<file path="config.mk">
export PLATFORM = sky130hd
export DESIGN_NAME = step_sequencer_position_walker
export DESIGN_NICKNAME = d
export VERILOG_FILES = /design/src/rtl/sspw_pkg.sv /design/src/rtl/sspw_cfg_regs.sv /design/src/rtl/sspw_step_core.sv /design/src/rtl/step_sequencer_position_walker.sv
export SDC_FILE = /design/constraint.sdc
export NUM_CORES = 1
export LEC_CHECK = 0
export BUFFER_PORTS_ARGS = -buffer_cell sky130_fd_sc_hd__buf_2
export CORE_MARGIN = 2
export CORE_UTILIZATION = 25
export CTS_BUF_LIST = sky130_fd_sc_hd__clkbuf_4 sky130_fd_sc_hd__clkbuf_8 sky130_fd_sc_hd__clkbuf_16
export DETAILED_ROUTE_END_ITERATION = 7
export PLACE_DENSITY = 0.54
export SLEW_MARGIN = 5
export SYNTH_ARGS = -nofsm -noshare
export SYNTH_HDL_FRONTEND = slang
export SYNTH_SLANG_ARGS = --single-unit
</file>
<file path="constraint.sdc">
create_clock -name clk -period 20.7 [get_ports clk]
set_input_delay 3.105 -clock clk [delete_from_list [all_inputs] [get_ports clk]]
set_output_delay 3.105 -clock clk [all_outputs]
set_load 0.01 [all_outputs]
</file>
<file path="src/rtl/sspw_pkg.sv">
// Shared types and constants for the step sequencer position walker.
// No dependencies; imported by every module of the block.
package sspw_pkg;

  localparam int STEPS = 16;

  // Sixteen steps and the signed 6-bit step register.
  localparam int STEP_W  = 4;
  localparam int POS_W   = 6;
  localparam int CFG_W   = 5;

  // Wide enough for any intermediate of a step move.
  localparam int CALC_W  = 9;

  localparam int APB_DW  = 32;
  localparam int APB_AW  = 4;

  typedef enum logic [1:0] {
    CMD_LOOP_START = 2'd0,
    CMD_TICK       = 2'd1,
    CMD_REALIGN    = 2'd2,
    CMD_NONE       = 2'd3
  } cmd_t;

  typedef enum logic [1:0] {
    REG_STRIDE        = 2'd0,
    REG_WINDOW_SHIFT  = 2'd1,
    REG_WINDOW_LENGTH = 2'd2,
    REG_FOLD_ENABLE   = 2'd3
  } cfg_reg_t;

  localparam logic [CFG_W-1:0] STRIDE_RST = 5'd1;
  localparam logic [CFG_W-1:0] SHIFT_RST  = 5'd0;
  localparam logic [CFG_W-1:0] LENGTH_RST = 5'd16;

  typedef struct packed {
    logic [CFG_W-1:0]        stride;
    logic signed [CFG_W-1:0] window_shift;
    logic [CFG_W-1:0]        window_length;
    logic                    fold_enable;
  } cfg_t;

  typedef struct packed {
    logic                    armed;
    logic signed [POS_W-1:0] position;
    logic                    going_back;
    logic [STEP_W-1:0]       window_start;
    logic [STEP_W-1:0]       tick_count;
  } walk_state_t;

endpackage

</file>
<file path="src/rtl/sspw_cfg_regs.sv">
// Configuration register file with APB-style access.
// Depends on sspw_pkg for the register map and the cfg_t struct.
module sspw_cfg_regs
  import sspw_pkg::*;
(
  input  logic              clk,
  input  logic              rst,
  input  logic              psel,
  input  logic              penable,
  input  logic              pwrite,
  input  logic [APB_AW-1:0] paddr,
  input  logic [APB_DW-1:0] pwdata,
  output logic [APB_DW-1:0] prdata,
  output logic              pready,
  output cfg_t              cfg,
  output logic              fold_wr
);

  logic     wr_en;
  cfg_reg_t idx;

  assign pready = 1'b1;
  assign wr_en  = psel && penable && pwrite;
  assign idx    = cfg_reg_t'(paddr[APB_AW-1:2]);
  // writing fold also turns the walk forward
  assign fold_wr = wr_en && (idx == REG_FOLD_ENABLE);

  always_ff @(posedge clk) begin
    if (rst) begin
      cfg.stride        <= STRIDE_RST;
      cfg.window_shift  <= SHIFT_RST;
      cfg.window_length <= LENGTH_RST;
      cfg.fold_enable   <= 1'b0;
    end else if (wr_en) begin
      case (idx)
        REG_STRIDE:        cfg.stride        <= pwdata[CFG_W-1:0];
        REG_WINDOW_SHIFT:  cfg.window_shift  <= pwdata[CFG_W-1:0];
        REG_WINDOW_LENGTH: cfg.window_length <= pwdata[CFG_W-1:0];
        REG_FOLD_ENABLE:   cfg.fold_enable   <= pwdata[0];
        default: ;
      endcase
    end
  end

  always_comb begin
    prdata = '0;
    case (idx)
      REG_STRIDE:        prdata[CFG_W-1:0] = cfg.stride;
      REG_WINDOW_SHIFT:  prdata[CFG_W-1:0] = cfg.window_shift;
      REG_WINDOW_LENGTH: prdata[CFG_W-1:0] = cfg.window_length;
      REG_FOLD_ENABLE:   prdata[0]         = cfg.fold_enable;
      default:           prdata = '0;
    endcase
  end

endmodule

</file>
<file path="src/rtl/sspw_step_core.sv">
// Next-state logic of the walker: one request against the current state.
// Depends on sspw_pkg for cmd_t, cfg_t and walk_state_t.
module sspw_step_core
  import sspw_pkg::*;
(
  input  walk_state_t       cur,
  input  cfg_t              cfg,
  input  cmd_t              cmd,
  input  logic [STEP_W-1:0] align_step,
  output walk_state_t       nxt
);

  localparam logic signed [CALC_W-1:0] STEPS_C = CALC_W'(STEPS);

  logic [CFG_W-1:0]         len;
  logic signed [CALC_W-1:0] ws_w;
  logic signed [CALC_W-1:0] end_w;
  logic signed [CALC_W-1:0] moved;
  logic signed [CALC_W-1:0] over;
  logic signed [CALC_W-1:0] bounded;
  logic signed [CALC_W-1:0] folded;
  logic                     back_next;
  logic [CFG_W-1:0]         cnt_inc;
  logic signed [CFG_W:0]    ws_shift;
  walk_state_t              ticked;

  always_comb begin
    // length clamped into 1..16
    if (cfg.window_length == '0) begin
      len = CFG_W'(1);
    end else if (cfg.window_length > CFG_W'(STEPS)) begin
      len = CFG_W'(STEPS);
    end else begin
      len = cfg.window_length;
    end

    ws_w  = CALC_W'({1'b0, cur.window_start});
    end_w = ws_w + CALC_W'({1'b0, len});
    if (cur.going_back) begin
      moved = CALC_W'(cur.position) - CALC_W'({1'b0, cfg.stride});
    end else begin
      moved = CALC_W'(cur.position) + CALC_W'({1'b0, cfg.stride});
    end

    back_next = cur.going_back;
    over      = '0;
    bounded   = moved;
    if (moved < ws_w || moved < 0) begin
      over = ws_w - moved;
      if (cfg.fold_enable) begin
        bounded   = ws_w + over;
        back_next = 1'b0;
      end else begin
        bounded = end_w - over - CALC_W'(1);
      end
    end else if (moved >= STEPS_C || moved >= end_w) begin
      over = (moved >= STEPS_C) ? moved - STEPS_C : moved - end_w;
      if (cfg.fold_enable) begin
        bounded   = end_w - over - CALC_W'(1);
        back_next = 1'b1;
      end else begin
        bounded = ws_w + over;
      end
    end

    // a single add or subtract of 16 toward 0..15, then kept as 6-bit two's complement
    if (bounded >= STEPS_C) begin
      folded = bounded - STEPS_C;
    end else if (bounded < 0) begin
      folded = bounded + STEPS_C;
    end else begin
      folded = bounded;
    end

    ticked            = cur;
    ticked.position   = folded[POS_W-1:0];
    ticked.going_back = back_next;
    cnt_inc  = CFG_W'({1'b0, cur.tick_count}) + CFG_W'(1);
    ws_shift = (CFG_W+1)'({1'b0, cur.window_start}) + (CFG_W+1)'(cfg.window_shift);
    if (cnt_inc >= len) begin
      ticked.tick_count = '0;
      // sum lies in -16..30, so the low bits are the value mod 16
      ticked.window_start = ws_shift[STEP_W-1:0];
    end else begin
      ticked.tick_count = cnt_inc[STEP_W-1:0];
    end

    nxt = cur;
    case (cmd)
      CMD_LOOP_START: nxt.armed = 1'b1;
      CMD_TICK: begin
        if (cur.armed) begin
          nxt = ticked;
        end
      end
      CMD_REALIGN:    nxt.position = POS_W'({1'b0, align_step});
      default: ;
    endcase
  end

endmodule

</file>
<file path="src/rtl/step_sequencer_position_walker.sv">
// Step sequencer position walker, top level.
// Depends on sspw_pkg, sspw_cfg_regs and sspw_step_core.
//
// Takes one request per clock while s_tready is high (s_tuser = command,
// s_tdata = sixteenth for realign) and returns one result per request:
// the input register holds it, then the state update loads the state and
// result registers, which move with the input register, so full throughput
// holds while m_tready stays high. The user must write registers over the
// APB port only while no request is in flight; the block does not enforce
// it. Writing fold_enable turns the walk forward again.
module step_sequencer_position_walker
  import sspw_pkg::*;
(
  input  logic              clk,
  input  logic              rst,
  input  logic              s_tvalid,
  output logic              s_tready,
  input  logic [7:0]        s_tdata,   // [3:0] align_step, [7:4] zero
  input  logic [1:0]        s_tuser,   // [1:0] cmd
  output logic              m_tvalid,
  input  logic              m_tready,
  output logic [15:0]       m_tdata,   // [5:0] step, [9:6] window_start_out,
                                       // [10] backward, [11] running, [15:12] zero
  input  logic              psel,
  input  logic              penable,
  input  logic              pwrite,
  input  logic [APB_AW-1:0] paddr,
  input  logic [APB_DW-1:0] pwdata,
  output logic [APB_DW-1:0] prdata,
  output logic              pready
);

  cfg_t              cfg;
  logic              fold_wr;
  logic              in_valid;
  cmd_t              in_cmd;
  logic [STEP_W-1:0] in_align;
  logic              advance;
  walk_state_t       state;
  walk_state_t       state_next;
  logic [15:0]       result;

  sspw_cfg_regs u_cfg (
    .clk     (clk),
    .rst     (rst),
    .psel    (psel),
    .penable (penable),
    .pwrite  (pwrite),
    .paddr   (paddr),
    .pwdata  (pwdata),
    .prdata  (prdata),
    .pready  (pready),
    .cfg     (cfg),
    .fold_wr (fold_wr)
  );

  sspw_step_core u_core (
    .cur        (state),
    .cfg        (cfg),
    .cmd        (in_cmd),
    .align_step (in_align),
    .nxt        (state_next)
  );

  assign advance  = in_valid && (!m_tvalid || m_tready);
  assign s_tready = !in_valid || advance;

  always_ff @(posedge clk) begin
    if (rst) begin
      in_valid <= 1'b0;
    end else if (s_tready) begin
      in_valid <= s_tvalid;
    end
  end

  always_ff @(posedge clk) begin
    if (s_tready && s_tvalid) begin
      in_cmd   <= cmd_t'(s_tuser);
      in_align <= s_tdata[STEP_W-1:0];
    end
  end

  always_ff @(posedge clk) begin
    if (rst) begin
      state    <= '0;
      m_tvalid <= 1'b0;
    end else begin
      if (advance) begin
        state    <= state_next;
        m_tvalid <= 1'b1;
      end else if (m_tready) begin
        m_tvalid <= 1'b0;
      end
      if (fold_wr) begin
        state.going_back <= 1'b0;
      end
    end
  end

  always_ff @(posedge clk) begin
    if (advance) begin
      result <= {4'b0, state_next.armed, state_next.going_back,
                 state_next.window_start, state_next.position};
    end
  end

  assign m_tdata = result;

endmodule
</file>
# == Word level (Yosys, flattened, before mapping) ==
# Index checks and enable logic that the tools add are counted.
# word_totals
input_bits,53
regBits,52
# classes
magnitude_cmp,8
mux,24
n_addsub,16
n_eq_ne,5
n_reduce_logical,21
# op_table
op,count
$mux 9,7
$add 5x9->9,2
$ge 9x6->1 const B,2
$lt 9x1->1 const B,2
$sub 9x2->9 const B,2
$sub 9x9->9,2
$mux 16,1
$mux 6,2
$pmux 4 s3,1
$pmux 6 s2,1
$mux 5,2
$ge 9x7->1,1
$lt 9x5->1,1
$sub 5x9->9,1
$sub 9x6->9 const B,1
$sub 9x7->9,1
$mux 4,2
$reduce_and 2->1,4
$add 6x6->7,1
$sub 6x6->7,1
$add 4x5->6,1
$add 6x6->6 const B,1
$eq 2x2->1 const B,3
$mux 1,6
16 further kinds,26

# == Longest topological paths before layout ==
# Gate-level depths: netlist of the first run.
# logic_depth
word_depth,16
depth_mapped,38

# == By module ==
# From an unflattened synthesis of the first run, not the netlist that was laid out.
# unflattened
hier_cells,677
area_unflattened_um2,5780.5
# by_module_without_submodules
module,seq_area_each_um2,area_per_inst_um2,n_inst,cells_each
sspw_step_core,0.0,3398.3,1,462
step_sequencer_position_walker,900.9,1366.3,1,107
sspw_cfg_regs,320.3,1016.0,1,108

# == Worst setup path after synthesis of the first run ==
# No wires, ideal clock.
# synth_path
kind,input -> output
startpoint,in paddr[2]
endpoint,out prdata[0]
setup_slack_ns,13.578
required_time_ns,17.595
stages,2
arrival_time_ns,4.017
path_cell_list,clkbuf_1 -> mux4_2
# synth_via
elab_chain_len,2
# synth_rtl
item,line_no,rtl
"start, declared",step_sequencer_position_walker.sv:27,"input logic [APB_AW-1:0] paddr,"
"$eq 2x2->1, or another cell as far along",sspw_cfg_regs.sv:47,case (idx)
$pmux 1 s4 (*),sspw_cfg_regs.sv:47,
"end, declared",step_sequencer_position_walker.sv:29,"output logic [APB_DW-1:0] prdata,"
# Mark *: on every way between the ends. The rest lies on a longest branch, timed or not.

==> metrics.csv, run 1 <==
stage,metric,value,unit
status,status,finished clean,
timing,slew margin rel.,42.2,%
logic_synthesis,Post-synth EDFFs,18,
global_routing,first-pass GRT wire length,23.9,mm
finish,highest-count cells in the layout ignoring fill and taps,"nor2_1, inv_1, a21oi_1, ha_1, nand2_1",
cts,clk root buf,clkbuf_16,
logic_synthesis,asr flop ratio synth,0,%
detailed_routing,DRC Markers,0,
floorplan,Rows,54,
critical_path,Reg2Reg Depth,34,
place,hpwl dp,11.5,mm
timing,Final Cycle Share,37.1,%
critical_path,CP max-delay cell,a21oi_1,
logic_synthesis,Synth area leader,dfxtp_1,
timing,fmax,130,MHz
run,max_cap viols,0,
power_and_ir_drop,leakage,2.70,nW
critical_path,Worst R2R Start,u_cfg.cfg[11],
timing,final setup margin,13.02,ns
finish,post-route insts no fill,992,
detailed_routing,"antenna viol nets, final",0,
critical_path,CP required,20.79,ns
cts,post_cts resized,0,
floorplan,Core ar.,0.0220,sq mm
finish,layout cells sized above 1,10.8,%
logic_synthesis,Post-Syn Area,0.00563,sq mm
min_path,min-delay src,state[1],
global_routing,global-route usage over all layers,12.4,%
logic_synthesis,share of the synthesized area in the top cell type,12.1,%
critical_path,"most used cell, CP",ha_1,
detailed_routing,initial drt markers,327,
min_path,Min-Delay Path Depth,2,
detailed_routing,routed wire length,14.5,mm
finish,Syn-to-layout area delta,8.40,%
finish,fill count,2362,
detailed_routing,DRT Pass-1 Iters,5,
timing,Worst Max-Slew Pin Slew,0.867,ns
critical_path,R2R Setup Slk,13.02,ns
floorplan,Die ar.,0.0237,sq mm
critical_path,CP Capture Type,flop,
floorplan,Die W,154,microns
floorplan,num ports,104,
cts,Setup Buffers After CTS,0,
detailed_routing,routed len/inst,14.7,microns
timing,post-route setup TNS,0,ns
finish,"commonest non-fill, non-tap cell in the layout",nor2_1,
logic_synthesis,"FF+latch count, synth",52,
critical_path,CP Class,flop to flop,
critical_path,"Buf+Inv Stages, Crit Path",3,
critical_path,Critical Path AT,7.77,ns
power_and_ir_drop,P per Cell Area,54.1,mW/mm^2
cts,Num CTS Buffers,5,
timing,endpoints failing hold,0,
place,Placed Instances,984,
logic_synthesis,predominant post-synthesis flop cell,dfxtp_1,
critical_path,Worst Setup SP,u_cfg.cfg[11],
place,quantity of I/O buffers inserted on ports,38,
global_routing,pin count of the biggest net entering global routing,36,
critical_path,"CP delay by family, top",compound AO/OA/AOI/OAI gates,
timing,Clock Skews,0.00651,ns
cts,clk slew on worst S/H paths,0.07,ns
critical_path,CP Launch Type,flop,
power_and_ir_drop,Tot Pwr,0.330,mW
detailed_routing,Via density,4.82,
critical_path,Worst R2R End,m_tdata[4],
timing,Final setup viols,0,
timing,minimum clock period,7.68,ns
cts,Skew-Pair Late Insertion Delay,0.30,ns
global_routing,initial antenna violation count,0,
global_routing,global route overflow,0,
floorplan,Starting Density,25.6,%
finish,final core occ,27.8,%
cts,H-tree Lvls,2,
cts,CTS Hold Bufs,0,
critical_path,"Max FO, Critical Path",9,
cts,CTS tree,done,
global_routing,number of global-route vias before repair,4530,
finish,Ant. Diodes,0,
logic_synthesis,Synth cell types,77,
min_path,HP Class,flop to flop,
place,GP Congestion,0.827,
place,Place WS,13.03,ns
power_and_ir_drop,peak supply drop,0.0273,mV
min_path,"Endpoint, Worst Hold",state[1],
cts,CTS sink cnt,52,
logic_synthesis,Post-Synthesis Cells,691,
logic_synthesis,largest cells by area after synthesis,"dfxtp_1, ha_1, edfxtp_1",
logic_synthesis,"Avg Cell Area, Syn",8.14,sq um
floorplan,die height,154,microns
critical_path,peak per-stage delay on the critical path,0.43,ns
timing,"Slew Viols, Final",0,
finish,nets,825,
detailed_routing,Via Count,4785,
timing,RSZ-0062 raised after global routing,false,
logic_synthesis,Synthesis Warnings,0,
logic_synthesis,sequential-to-total area share from yosys stat,21.7,%
cts,Longest Clk Path Bufs,2,
[tightest hold or removal path, cell delays in order (launching register included)]
cell and delay [ns]:
dfxtp_1 0.33, nand2_1 0.06, a21oi_1 0.05
[logic make-up (layout without fill, tap and decap cells)]
logic type               Yosys count  after routing  share of synthesized area, %
AO/OA/AOI/OAI                    172            172                          20.7
XOR/XNOR                          47             47                          7.80
adder cells (fa/ha/maj)           66             66                          15.7
buffers and inverters            116            107                          10.2
flip-flops                        52             52                          21.7
multiplexers                      38             38                          7.11
other                              2             32                         0.133
AND/OR/NAND/NOR                  198            198                          16.7
[stage by stage]
stage          hold slack (ns)  instance area [sq um]
6_report                 0.485                   6100
5_1_grt                  0.526                   6100
4_1_cts                  0.486                   6100
3_5_place_dp             0.477                   5950
3_3_place_gp             0.465                   5950
2_1_floorplan            0.449                   5740
[area by class of cell]
class / count / area, sq um / area share, %
clock inverters: 2 / 15.0 / 0.246
well taps: 280 / 350 / 5.74
flip-flops and latches: 52 / 1220 / 20.0
multi-input cells: 553 / 3940 / 64.6
repair buffers: 43 / 228 / 3.73
inverters: 56 / 210 / 3.45
clock buffers: 6 / 133 / 2.17
[worst max-delay path by stage]
stage	slack [ns]	endpoint	depth (start not counted)
2_1_floorplan	13.58	prdata[0]	2
3_3_place_gp	12.95	m_tdata[4]	34
3_5_place_dp	13.03	m_tdata[4]	34
4_1_cts	12.94	m_tdata[4]	34
5_1_grt	12.26	m_tdata[4]	34
6_report	13.02	m_tdata[4]	34
[flip-flops by register name, indices dropped and copies added (netlist names)]
signal and cells:
u_cfg.cfg 16, m_tvalid 1, m_tdata 12, state 16, in_valid 1, in_align 4, in_cmd 2
[routing by layer]
layer  track usage (%)  vias to the layer above  part of all wire [%]
li1                  -                     2414                     -
met2              19.5                      117                    44
met3              1.75                        7                   4.9
met1              18.2                     2247                    50
met4              2.31                        0                  0.82
met5                 0                        -                     0
[cells in the mapped netlist (5+ instances only)]
cell and n:
a21o_1 13, nand2b_1 7, clkbuf_1 21, nand3_1 14, inv_1 53, a31oi_1 7, nor2_1 69, ha_1 52
and2_1 5, nor3_1 14, xnor2_1 31, xor2_1 14, a21oi_1 53, o41ai_1 5, nand2_1 49, o211ai_1 6
o21ai_0 33, buf_4 32, mux2_2 6, a211oi_1 5, fa_1 9, nor2b_1 10, mux2i_1 31, or2_2 5
and3_1 5, dfxtp_1 34, edfxtp_1 18
[power breakdown]
part	switching (mW)	total [mW]	internal (mW)
sequential	0.00259	0.112	0.109
clock	0.0387	0.0853	0.0466
combinational	0.0815	0.133	0.0515
Power figures use the tool's default switching activity.
==> inputs of run 2 (changes only) <==
--- a/config.mk
+++ b/config.mk
@@ -10,7 +10,7 @@
 export CORE_UTILIZATION = 25
 export CTS_BUF_LIST = sky130_fd_sc_hd__clkbuf_4 sky130_fd_sc_hd__clkbuf_8 sky130_fd_sc_hd__clkbuf_16
 export DETAILED_ROUTE_END_ITERATION = 7
-export PLACE_DENSITY = 0.54
+export PLACE_DENSITY = 0.56
 export SLEW_MARGIN = 5
 export SYNTH_ARGS = -nofsm -noshare
 export SYNTH_HDL_FRONTEND = slang
==> constraint.sdc (replaced) <==
create_clock -name clk -period 6.5 [get_ports clk]
set_input_delay 0.975 -clock clk [delete_from_list [all_inputs] [get_ports clk]]
set_output_delay 0.975 -clock clk [all_outputs]
set_load 0.01 [all_outputs]
==> metrics.csv, run 2 (same netlist as run 1, synthesis figures left out) <==
stage,metric,value,unit,change
critical_path,CP Launch Type,flop,,
status,status,finished clean,,
power_and_ir_drop,peak supply drop,0.152,mV,+460%
finish,Ant. Diodes,0,,unchanged
cts,CTS sink cnt,52,,unchanged
detailed_routing,initial drt markers,264,,-19%
cts,clk slew on worst S/H paths,0.07,ns,about the same
floorplan,Starting Density,25.6,%,unchanged
timing,Clock Skews,0.00483,ns,-0.00168 ns
finish,layout cells sized above 1,25.4,%,+15 points
detailed_routing,DRT Pass-1 Iters,5,,unchanged
timing,post-route setup TNS,0,ns,unchanged
detailed_routing,"antenna viol nets, final",0,,unchanged
finish,Syn-to-layout area delta,23.1,%,
floorplan,die height,154,microns,unchanged
cts,H-tree Lvls,2,,unchanged
global_routing,number of global-route vias before repair,4647,,+2.6%
critical_path,Worst R2R Start,u_cfg.cfg[12],,
detailed_routing,routed wire length,15.4,mm,+5.7%
critical_path,Critical Path AT,6.22,ns,-1.55 ns
cts,Num CTS Buffers,5,,unchanged
global_routing,global route overflow,0,,unchanged
global_routing,first-pass GRT wire length,24.1,mm,+0.84%
place,hpwl dp,12.0,mm,+4.3%
cts,CTS Hold Bufs,0,,unchanged
floorplan,Die ar.,0.0237,sq mm,unchanged
cts,clk root buf,clkbuf_16,,
critical_path,R2R Setup Slk,0.34,ns,-12.68 ns
place,quantity of I/O buffers inserted on ports,38,,unchanged
detailed_routing,routed len/inst,14.3,microns,-2.2%
timing,fmax,162,MHz,+25%
critical_path,CP Capture Type,flop,,
detailed_routing,Via Count,5089,,+6.4%
global_routing,global-route usage over all layers,12.8,%,+0.35 points
floorplan,Rows,54,,unchanged
critical_path,Worst R2R End,m_tdata[5],,
floorplan,Die W,154,microns,unchanged
finish,"commonest non-fill, non-tap cell in the layout",buf_4,,
timing,minimum clock period,6.16,ns,-1.52 ns
critical_path,peak per-stage delay on the critical path,0.36,ns,-0.07 ns
critical_path,"Max FO, Critical Path",3,,-6
timing,"Slew Viols, Final",0,,unchanged
min_path,HP Class,flop to flop,,
run,max_cap viols,0,,unchanged
timing,Final Cycle Share,94.8,%,+58 points
global_routing,pin count of the biggest net entering global routing,36,,unchanged
finish,post-route insts no fill,1072,,+8.1%
critical_path,Reg2Reg Depth,34,,unchanged
critical_path,Worst Setup SP,u_cfg.cfg[12],,
place,GP Congestion,0.881,,+6.5%
finish,nets,905,,+9.7%
timing,Final setup viols,0,,unchanged
detailed_routing,Via density,4.75,,-1.6%
power_and_ir_drop,leakage,3.14,nW,+16%
global_routing,initial antenna violation count,0,,unchanged
finish,highest-count cells in the layout ignoring fill and taps,"buf_4, nor2_1, nand2_1",,
critical_path,CP endpoint,m_tdata[5],,
timing,slew margin rel.,34.3,%,-7.9 points
critical_path,CP Class,flop to flop,,
place,Placed Instances,1051,,+6.8%
finish,fill count,2320,,-1.8%
power_and_ir_drop,P per Cell Area,164,mW/mm^2,+200%
timing,endpoints failing hold,0,,unchanged
power_and_ir_drop,Tot Pwr,1.14,mW,+240%
cts,Longest Clk Path Bufs,2,,unchanged
detailed_routing,DRC Markers,0,,unchanged
cts,CTS tree,done,,
critical_path,CP max-delay cell,fa_2,,
critical_path,"most used cell, CP",inv_2,,
cts,Skew-Pair Late Insertion Delay,0.31,ns,about the same
timing,Worst Max-Slew Pin Slew,0.985,ns,+0.118 ns
floorplan,num ports,104,,unchanged
timing,hold slack,0.478,ns,-0.00749 ns
floorplan,Core ar.,0.0220,sq mm,unchanged
critical_path,CP required,6.55,ns,-14.24 ns
==> run 2: cell types whose count changed in the layout (fill, tap and decap cells not counted), sizes merged <==
| cell | change |
|---|---|
| buf | +80 |
| clkinvlp | +1 |
| inv | -1 |
==> run 2: layer usage <==
| metal | track usage (%) | vias up | share of wire [%] |
|---|---|---|---|
| li1 | - | 2588 | - |
| met1 | 18.2 | 2350 | 50 |
| met2 | 19.9 | 134 | 44 |
| met3 | 2.31 | 17 | 4.4 |
| met4 | 3.07 | 0 | 1.6 |
| met5 | 0 | - | 0 |
==> run 2: area by class of cell <==
class	count	area [sq um]	share of cell area [%]
multi-input combinational	553	4150	60.0
sequential	52	1220	17.7
timing repair buffer	123	840	12.1
tap	280	350	5.06
inverter	56	210	3.03
clock buffer	6	133	1.91
clock inverter	2	16.3	0.235
==> run 2: stage by stage <==
step | utilization [%] | setup WS (ns) | cell area (sq um)
6_report | 31.5 | 0.337 | 6930
5_1_grt | 31.5 | -0.0181 | 6930
4_1_cts | 31.0 | 0.0257 | 6800
3_5_place_dp | 29.4 | -0.295 | 6460
3_3_place_gp | 29.4 | -0.313 | 6460
2_1_floorplan | - | 0.0367 | 5740
==> run 2: worst min-delay path by stage <==
stage	slack [ns]	startpoint	to	cells past startpoint
floorplan	0.45	state[1]	state[1]	2
global placement	0.46	state[3]	state[3]	2
detailed placement	0.47	state[1]	state[1]	2
CTS	0.48	state[1]	state[1]	2
global route	0.52	state[1]	state[1]	2
finish	0.48	state[1]	state[1]	2
==> run 2: repair_timing <==
action / 4_1_cts / 5_1_grt
gates resized for setup: 28 / 28
pin swaps: 18 / 20
cloned: 0 / 0
endpoints found under the hold margin: 0 / 0
setup endpoints to repair: 4 / 4
buffers inserted: 14 / 1
==> run 2: worst max-delay path: cells and delay by family, from the launching register on <==
family	cells	cell delay, ns
AND/OR/NAND/NOR	7	0.96
buffers and inverters	5	0.25
flip-flops	1	0.34
XOR/XNOR	2	0.42
AO/OA/AOI/OAI	12	1.95
multiplexers	2	0.55
adder cells (fa/ha/maj)	6	1.44
==> run 2: power breakdown <==
group          total (mW)  switching, mW  internal [mW]
Sequential          0.355        0.00754          0.347
Clock               0.273          0.125          0.148
Combinational       0.510          0.285          0.225
Total                1.14          0.418          0.721
